<file path="config.mk">
export PLATFORM = sky130hd
export DESIGN_NAME = button_gesture_detector
export DESIGN_NICKNAME = d
export VERILOG_FILES = /design/src/sv/bgd_pkg.sv /design/src/sv/button_gesture_detector.sv
export SDC_FILE = /design/constraint.sdc
export NUM_CORES = 1
export LEC_CHECK = 0
export BUFFER_PORTS_ARGS = -buffer_cell sky130_fd_sc_hd__buf_2
export CAP_MARGIN = 25
export CORE_MARGIN = 1.5
export CORE_UTILIZATION = 41
export CTS_CLUSTER_SIZE = 30
export DETAILED_ROUTE_END_ITERATION = 10
export HOLD_SLACK_MARGIN = 0.05
export SYNTH_ARGS = -nofsm -noshare
export SYNTH_HDL_FRONTEND = slang
export SYNTH_SLANG_ARGS = --single-unit
</file>
<file path="constraint.sdc">
create_clock -name clk -period 3.2 [get_ports clk]
set_input_delay 0.64 -clock clk [delete_from_list [all_inputs] [get_ports clk]]
set_output_delay 0.64 -clock clk [all_outputs]
set_load 0.05 [all_outputs]
</file>
<file path="src/sv/bgd_pkg.sv">
// Package for the button gesture detector: widths, register indexes, result type.
`timescale 1ns / 1ps
`default_nettype none
package bgd_pkg;

  localparam int TIME_BITS    = 17;
  localparam int CFG_IDX_BITS = 3;
  localparam int CFG_DAT_BITS = 16;
  localparam int COUNT_BITS   = 8;

  typedef logic [TIME_BITS-1:0]    time_t;
  typedef logic [CFG_IDX_BITS-1:0] cfg_idx_t;
  typedef logic [CFG_DAT_BITS-1:0] cfg_dat_t;
  typedef logic [COUNT_BITS-1:0]   count_t;

  localparam cfg_idx_t REG_IDLE_LEVEL   = 3'd0;
  localparam cfg_idx_t REG_SHORT_WINDOW = 3'd1;
  localparam cfg_idx_t REG_MULTI_TMO    = 3'd2;
  localparam cfg_idx_t REG_PRESS_TARGET = 3'd3;
  localparam cfg_idx_t REG_HOLD_TIME    = 3'd4;

  localparam logic     RST_IDLE_LEVEL   = 1'b1;
  localparam cfg_dat_t RST_SHORT_WINDOW = 16'd200;
  localparam cfg_dat_t RST_MULTI_TMO    = 16'd500;
  localparam count_t   RST_PRESS_TARGET = 8'd2;
  localparam cfg_dat_t RST_HOLD_TIME    = 16'd1000;

  localparam time_t TIME_MAX = {TIME_BITS{1'b1}};

  typedef struct packed {
    logic short_press;
    logic multi_press;
    logic long_hold;
    logic pressed_now;
  } result_t;

endpackage
`default_nettype wire

</file>
<file path="src/sv/button_gesture_detector.sv">
// Top level of the button gesture detector: press timing, counting and result buffering.
// The result of an accepted sample is registered in the output register, or in the skid entry while that is held.
// Throughput: one sample per cycle while in_stall is low; the elapsed counters and compares update in a single pass.
// A two-entry result buffer (output register plus skid) decouples in_stall from out_stall.
// Reset: rst (synchronous, active high) restores register defaults and clears all
// timing state and the result buffer.
`timescale 1ns / 1ps
`default_nettype none
module button_gesture_detector (
  input  wire                 clk,
  input  wire                 rst,
  input  wire                 in_valid,
  output logic                in_stall,
  input  wire                 pin_level,
  output logic                out_valid,
  input  wire                 out_stall,
  output logic                short_press,
  output logic                multi_press,
  output logic                long_hold,
  output logic                pressed_now,
  input  wire                 cfg_valid,
  output logic                cfg_ready,
  input  wire bgd_pkg::cfg_idx_t cfg_index,
  input  wire bgd_pkg::cfg_dat_t cfg_data
);
  import bgd_pkg::*;

  logic     idle_level;
  cfg_dat_t short_window_ms;
  cfg_dat_t multi_timeout_ms;
  count_t   press_target;
  cfg_dat_t hold_time_ms;

  logic   prev_pressed;
  time_t  ms_since_press;
  time_t  ms_since_released;
  count_t short_press_count;
  logic   hold_reported;

  logic   prev_pressed_next;
  time_t  ms_since_press_next;
  time_t  ms_since_released_next;
  count_t short_press_count_next;
  logic   hold_reported_next;

  result_t res_new;
  result_t out_res;
  result_t skid_res;
  logic    skid_valid;
  logic    accept;
  logic    out_free;

  logic   pressed;
  time_t  press_adv;
  time_t  rel_adv;
  count_t count_inc;

  assign cfg_ready = 1'b1;
  assign in_stall  = skid_valid;
  assign accept    = in_valid && !skid_valid;
  assign out_free  = !out_valid || !out_stall;

  always_ff @(posedge clk) begin
    if (rst) begin
      idle_level       <= RST_IDLE_LEVEL;
      short_window_ms  <= RST_SHORT_WINDOW;
      multi_timeout_ms <= RST_MULTI_TMO;
      press_target     <= RST_PRESS_TARGET;
      hold_time_ms     <= RST_HOLD_TIME;
    end else if (cfg_valid && cfg_ready) begin
      case (cfg_index)
        REG_IDLE_LEVEL:   idle_level       <= cfg_data[0];
        REG_SHORT_WINDOW: short_window_ms  <= cfg_data;
        REG_MULTI_TMO:    multi_timeout_ms <= cfg_data;
        REG_PRESS_TARGET: press_target     <= cfg_data[COUNT_BITS-1:0];
        REG_HOLD_TIME:    hold_time_ms     <= cfg_data;
        default: ;
      endcase
    end
  end

  always_comb begin
    pressed   = pin_level ^ idle_level;
    press_adv = (ms_since_press == TIME_MAX) ? TIME_MAX : ms_since_press + time_t'(1);
    rel_adv   = (ms_since_released == TIME_MAX) ? TIME_MAX
                                                : ms_since_released + time_t'(1);
    count_inc = short_press_count + count_t'(1);

    res_new                = '0;
    res_new.pressed_now    = pressed;
    ms_since_press_next    = press_adv;
    ms_since_released_next = rel_adv;
    short_press_count_next = short_press_count;
    hold_reported_next     = hold_reported;
    prev_pressed_next      = pressed;

    if (!pressed && prev_pressed) begin
      if (press_adv < time_t'(short_window_ms)) begin
        res_new.short_press = 1'b1;
        if (count_inc == press_target) begin
          short_press_count_next = '0;
          res_new.multi_press    = 1'b1;
        end else begin
          short_press_count_next = count_inc;
        end
      end
    end else if (pressed && !prev_pressed) begin
      ms_since_press_next = '0;
    end else if (!pressed) begin
      if (press_adv > time_t'(multi_timeout_ms)) begin
        short_press_count_next = '0;
      end
    end

    if (!pressed) begin
      ms_since_released_next = '0;
      hold_reported_next     = 1'b0;
    end else if (!hold_reported && rel_adv > time_t'(hold_time_ms)) begin
      res_new.long_hold  = 1'b1;
      hold_reported_next = 1'b1;
    end
  end

  always_ff @(posedge clk) begin
    if (rst) begin
      prev_pressed      <= 1'b0;
      ms_since_press    <= '0;
      ms_since_released <= '0;
      short_press_count <= '0;
      hold_reported     <= 1'b0;
    end else if (accept) begin
      prev_pressed      <= prev_pressed_next;
      ms_since_press    <= ms_since_press_next;
      ms_since_released <= ms_since_released_next;
      short_press_count <= short_press_count_next;
      hold_reported     <= hold_reported_next;
    end
  end

  // Output register with a skid entry behind it; a new item lands in the skid
  // only while the output register is held.
  always_ff @(posedge clk) begin
    if (rst) begin
      out_valid  <= 1'b0;
      skid_valid <= 1'b0;
    end else if (out_free) begin
      if (skid_valid) begin
        out_valid  <= 1'b1;
        skid_valid <= 1'b0;
      end else begin
        out_valid <= accept;
      end
    end else if (accept) begin
      skid_valid <= 1'b1;
    end
  end

  always_ff @(posedge clk) begin
    if (out_free) begin
      if (skid_valid) begin
        out_res <= skid_res;
      end else if (accept) begin
        out_res <= res_new;
      end
    end else if (accept) begin
      skid_res <= res_new;
    end
  end

  assign short_press = out_res.short_press;
  assign multi_press = out_res.multi_press;
  assign long_hold   = out_res.long_hold;
  assign pressed_now = out_res.pressed_now;

endmodule
`default_nettype wire

</file>
Yosys cells after proc, flatten, opt, wreduce, memory -nomap -nowiden
Cells that the tools add are included.

word-level totals
  register bits after elaboration = 111
  input bits = 25
  output and inout port bits = 7
  logic and storage cells = 84

operators by class
  add/subtract/negate cells = 3
  order comparisons = 3
  eq/ne operators = 11
  muxes and demuxes = 21
  bitwise operators = 2
  reduce and logical (&&, ||, !) cells = 24

operators by type and width
  cell                     number
  $mux W17                 5
  $mux W8                  6
  $add A17 B1 Y17 const B  2
  $eq A17 B17 Y1 const B   2
  $gt A17 B16 Y1           2
  $lt A17 B16 Y1           1
  $reduce_and A2 Y1        8
  $add A8 B1 Y8 const B    1
  $eq A8 B8 Y1             1
  $mux W4                  2
  $eq A3 B2 Y1 const B     2
  $logic_not A1 Y1         6
  $mux W1                  6
  $ne A2 B1 Y1 const B     3
  $reduce_and A5 Y1        1
  $logic_and A1 B1 Y1      4
  $mux W2                  2
  $reduce_bool A2 Y1       2
  $eq A3 B1 Y1 const B     1
  $eq A3 B3 Y1 const B     1
  $logic_not A3 Y1         1
  $ne A2 B2 Y1 const B     1
  $reduce_or A2 Y1         1
  $logic_or A1 B1 Y1       1
  other kinds (2)          2

Logic depth before layout (Yosys ltp)
  depth in word-level cells = 8
  gate-level depth with buffers = 17
  gate-level depth less buffers = 15

Least setup slack after synthesis
OpenSTA, ideal clock, no wires.

  path kind = register -> register
  from = register ms_since_press[0]
  to = register short_press_count[1]
  setup time = 121 ps
  arrival time = 3450 ps
  setup slack = -371 ps
  stages on the path, launching flop included = 16
  path through = dfxtp_1 -> ha_1 -> nand4_1 -> nor2_1 -> and3_1 -> nand2_1 -> clkbuf_1 -> nand2_1 -> ha_1 -> a211oi_1 -> nor2_1 -> a2111oi_0 -> a211oi_1 -> or2_4 -> a211oi_4 -> mux2_4

between the ends
  cells in the longest elaborated chain, start to end = 5
  elaborated cells on any way between the ends = 8

ends and longest elaborated chain
  element                                                       RTL line                                                       text
  start: declaration                                            button_gesture_detector.sv:35                                  time_t ms_since_press;
  start signal: assignment                                      button_gesture_detector.sv:133                                 ms_since_press <= ms_since_press_next;
  $add A17 B1 Y17 or $eq A17 B17 Y1 (tied branches)             button_gesture_detector.sv:84                                  press_adv = (ms_since_press == TIME_MAX) ? TIME_MAX : ms_since_press + time_t'(1);
  $mux W17 (*)                                                  button_gesture_detector.sv:84
  $lt A17 B16 Y1 or $gt A17 B16 Y1 (tied branches)              button_gesture_detector.sv:98, button_gesture_detector.sv:110
  $ne A2 B1 Y1 (no line) or $reduce_bool A2 Y1 (tied branches)  n/a
  $reduce_and A5 Y1 (no line) (*)                               n/a
  end signal: assignment                                        button_gesture_detector.sv:135                                 short_press_count <= short_press_count_next;
  end: declaration                                              button_gesture_detector.sv:37                                  count_t short_press_count;

Every way passes the cells marked *; elsewhere a longest branch is shown, timed or not.
A chain may end at the register's enable or synchronous reset.

Worst setup path in the final report
Same ends and word-level chain as after synthesis.

==> flow_summary.ini <==
[route]
total_routed_wirelength_um = 16900
detail-route-antenna-nets = 0
dr_iter_0_viols = 352
wl_per_cell_um = 15.6
pre_repair_dr_iteration_count = 5
vias = 5897
drt_drc_violations_left = 0
via_per_inst = 5.42

[timing]
hold-worst-slack_ps = 455
layout_worst_path_cycle_share = 1.04
final-max-slew-violation-count = 0
clock.fmax_mhz = 301
final-hold-violation-count = 0
tns_ps = -479
worst-slew-pin-transition_ps = 580
fin_skew_ps = 10.7
number_of_failing_setup_endpoints_in_the_final_timing_report = 8
relSlewSlack = 0.613
rsz0062_at_grt = yes
final_critical_path_setup_slack_ps = -121
final.min_clock_period_ps = 3320

[yosys]
netlist_instances = 808
ys_seq_elements = 111
synth_edf_count = 8
yosysSeqAreaShare = 0.365
syn_area_um2 = 6310
yosys.cell_count.top_type = sky130_fd_sc_hd__nand2_1
ys.warnings.count = 0
synth_area_leaders = sky130_fd_sc_hd__dfxtp_1 33%, sky130_fd_sc_hd__ha_1 9.9%, sky130_fd_sc_hd__nand2_1 8.7%, sky130_fd_sc_hd__a21oi_1 6.4%, sky130_fd_sc_hd__nor2_1 3.9%
synth_nets = 883
synth-main-ff-cell = sky130_fd_sc_hd__dfxtp_1
yosysTopAreaCellShare = 0.327
synthesis.area_per_instance_um2 = 7.81
yosysTopAreaCell = sky130_fd_sc_hd__dfxtp_1
synth.top_cells.by_count = 146 x sky130_fd_sc_hd__nand2_1, 103 x sky130_fd_sc_hd__dfxtp_1, 81 x sky130_fd_sc_hd__a21oi_1
synthArstFlopShare = 0
yosys.cell_types.count = 56

[finish]
final_layout_size_suffix_gt1_frac = 0.221
n_antenna_cell = 0
fin_nets = 970
final_design_area_no_fill_um2 = 7890
postLayoutCoreUtil = 0.523
final-instance-count-excl-fill = 1088
synthToLayoutAreaGrowth_pct = 25.0
filler_cell_count_in_the_final_layout = 1439

[placed_design]
detailed_place_hpwl_um = 12200
pre_cts_slack_ps = -151
placement.cell_area_um2 = 7110
port_buffers = 30
placed_cells_incl_taps = 1045
gp_routability_congestion = 0.873

[clock_network]
cts.sink_count = 111
cts_tree = built
cts_inserted_buffers = 9
clkSlewWorstSetupHoldPaths_ps = 70
cts-root-buf = sky130_fd_sc_hd__clkbuf_16
clockBufferDepth = 2
h-tree-depth = 3
worst_skew_pair.late_latency_ps = 360
cts-hold-fix-buffers = 0

[worst_setup_path]
crit_chain = buf_6 > and4_1 > nand4_1 > nor2b_1 > xnor2_1 > nand2_2 > ha_1 > nor2b_1 > or4_4 > or2_4 > a211oi_4 > mux2_4
r2r-end = short_press_count[1]$_SDFFE_PP0P_
cp_data_required_time_ps = 3450
path_common_cell = sky130_fd_sc_hd__nor2b_1
critical_path_depth = 12
worst_path_dominant_cell_family = simple AND/OR/NAND/NOR gates
critPathMaxFanout = 5
number_of_buffers_and_inverters_on_the_critical_path = 1
critical_path.max_stage_delay_ps = 480
timing.reg2reg.setup_slack_ps = -120
setup.worst_path.class = flop to flop
critical_path_arrival_ps = 3570
cp_slowest_cell = sky130_fd_sc_hd__or4_4
worst-r2r-cell-count = 12
startpoint_type_of_the_worst_setup_path = flop
worstReg2RegStart = ms_since_press[0]$_SDFFE_PP0P_
crit_start = ms_since_press[0]$_SDFFE_PP0P_
setup.worst_path.end = short_press_count[1]$_SDFFE_PP0P_
worstSetupEndpointType = flop

[pwr]
post-layout-total-power_mw = 2.92
p_leak_nw = 3.32
peakVddDrop_mv = 0.262
power_density_nw_per_um2 = 371

[floorplan]
core.rowCount = 45
initial_core_util = 0.418
die-height_um = 127
core_um2 = 15100
fp.dieArea_um2 = 16100
boundaryPins = 32
die_extent_in_x_um = 127

[global_routing]
number_of_antenna_violations_at_the_first_check_in_global_routing = 0
global_route_wire_length_before_repair_um = 27300
via_count_of_the_first_global_routing_pass = 5610
grt_remaining_overflow = 0
groute.usage.overall = 0.213
grt_max_degree = 39

[run_status]
violations = setup timing
run_status = finished with violations

[min_path]
holdCritPathClass = flop to flop
hold_crit_start = hold_time_ms[15]$_SDFFE_PP0P_

[flow_run]
max_cap_viol_count = 0
[worst min-delay path by stage]
stage / endpoint / depth (start not counted)
after floorplan: hold_time_ms[10]$_SDFFE_PP0P_ / 2
after CTS: hold_time_ms[14]$_SDFFE_PP0P_ / 2
after global placement: multi_timeout_ms[1]$_SDFFE_PP0P_ / 2
after detailed placement: hold_time_ms[14]$_SDFFE_PP0P_ / 2
after global routing: short_window_ms[9]$_SDFFE_PP0P_ / 2
final: hold_time_ms[15]$_SDFFE_PP0P_ / 2
[worst register-to-register path, stage by stage (launching register included)]
cell,delay (ps)
sky130_fd_sc_hd__dfxtp_4,360
sky130_fd_sc_hd__buf_6,110
sky130_fd_sc_hd__and4_1,180
sky130_fd_sc_hd__nand4_1,230
sky130_fd_sc_hd__nor2b_1,240
sky130_fd_sc_hd__xnor2_1,170
sky130_fd_sc_hd__nand2_2,100
sky130_fd_sc_hd__ha_1,300
sky130_fd_sc_hd__nor2b_1,140
sky130_fd_sc_hd__or4_4,480
sky130_fd_sc_hd__or2_4,280
sky130_fd_sc_hd__a211oi_4,300
sky130_fd_sc_hd__mux2_4,330
[registers in the layout, indices dropped and copies added, names as in the netlist, 4 cells and up]
name	flops
ms_since_released	17
press_target	8
multi_timeout_ms	16
ms_since_press	17
short_window_ms	16
short_press_count	8
skid_res	4
hold_time_ms	16
[kinds of logic (layout without fill, tap and decap cells)]
| group | count (synthesis) | count (layout) | synth area share |
|---|---|---|---|
| fa+ha+maj | 50 | 50 | 0.0991 |
| simple gates | 336 | 336 | 0.250 |
| compound gates | 178 | 178 | 0.175 |
| xor+xnor | 36 | 36 | 0.0500 |
| mux | 2 | 2 | 0.00416 |
| flops | 111 | 111 | 0.365 |
| other cells | 1 | 1 | 0.000594 |
| buf+inv | 94 | 186 | 0.0565 |
[repair_timing]
item                                    CTS  global route
gates cloned                              0             0
setup buffers                            11            16
pin swaps                                19            27
resized for setup                        11            46
endpoints found under the setup margin   11            15
[cells in the final DEF (no fill, tap or decap), drive strengths merged, types with 3 or more instances in the layout]
cell	instances
o31ai	3
inv	56
a22oi	21
nand3	19
xor2	17
nor4	6
clkinv	3
nor3	21
nand2b	9
nand2	146
buf	113
or2	4
nand4	16
ha	50
a211oi	6
nand3b	8
o21a	3
xnor2	19
a211o	12
nor2	65
nor2b	10
edfxtp	8
and3	16
and4	6
a21oi	81
a31oi	8
and2	5
o21ai	25
dfxtp	103
a21o	4
clkbuf	10
[final cells by class]
type | count | area (um2) | share of cell area
Timing Repair Buffer | 113 | 803 | 0.102
Clock inverter | 6 | 85.1 | 0.0108
Inverter | 57 | 214 | 0.0271
Sequential cell | 111 | 2320 | 0.294
Multi-Input combinational cell | 603 | 4000 | 0.508
Tap cell | 188 | 235 | 0.0298
Clock buffer | 10 | 229 | 0.0290
[per-layer routing]
layer,GRT usage,share of wire,vias to the layer above
met3,0.0473,0.045,26
li1,-,-,2963
met1,0.261,0.45,2774
met4,0.0715,0.020,0
met2,0.369,0.49,134
met5,0,0,-
[power breakdown]
group	internal, mW	switching (mW)
Sequential	1.42	0.0169
Combinational	0.0954	0.179
Clock	0.684	0.526
Total	2.20	0.722
No activity file was read; power rests on OpenSTA's default activity.
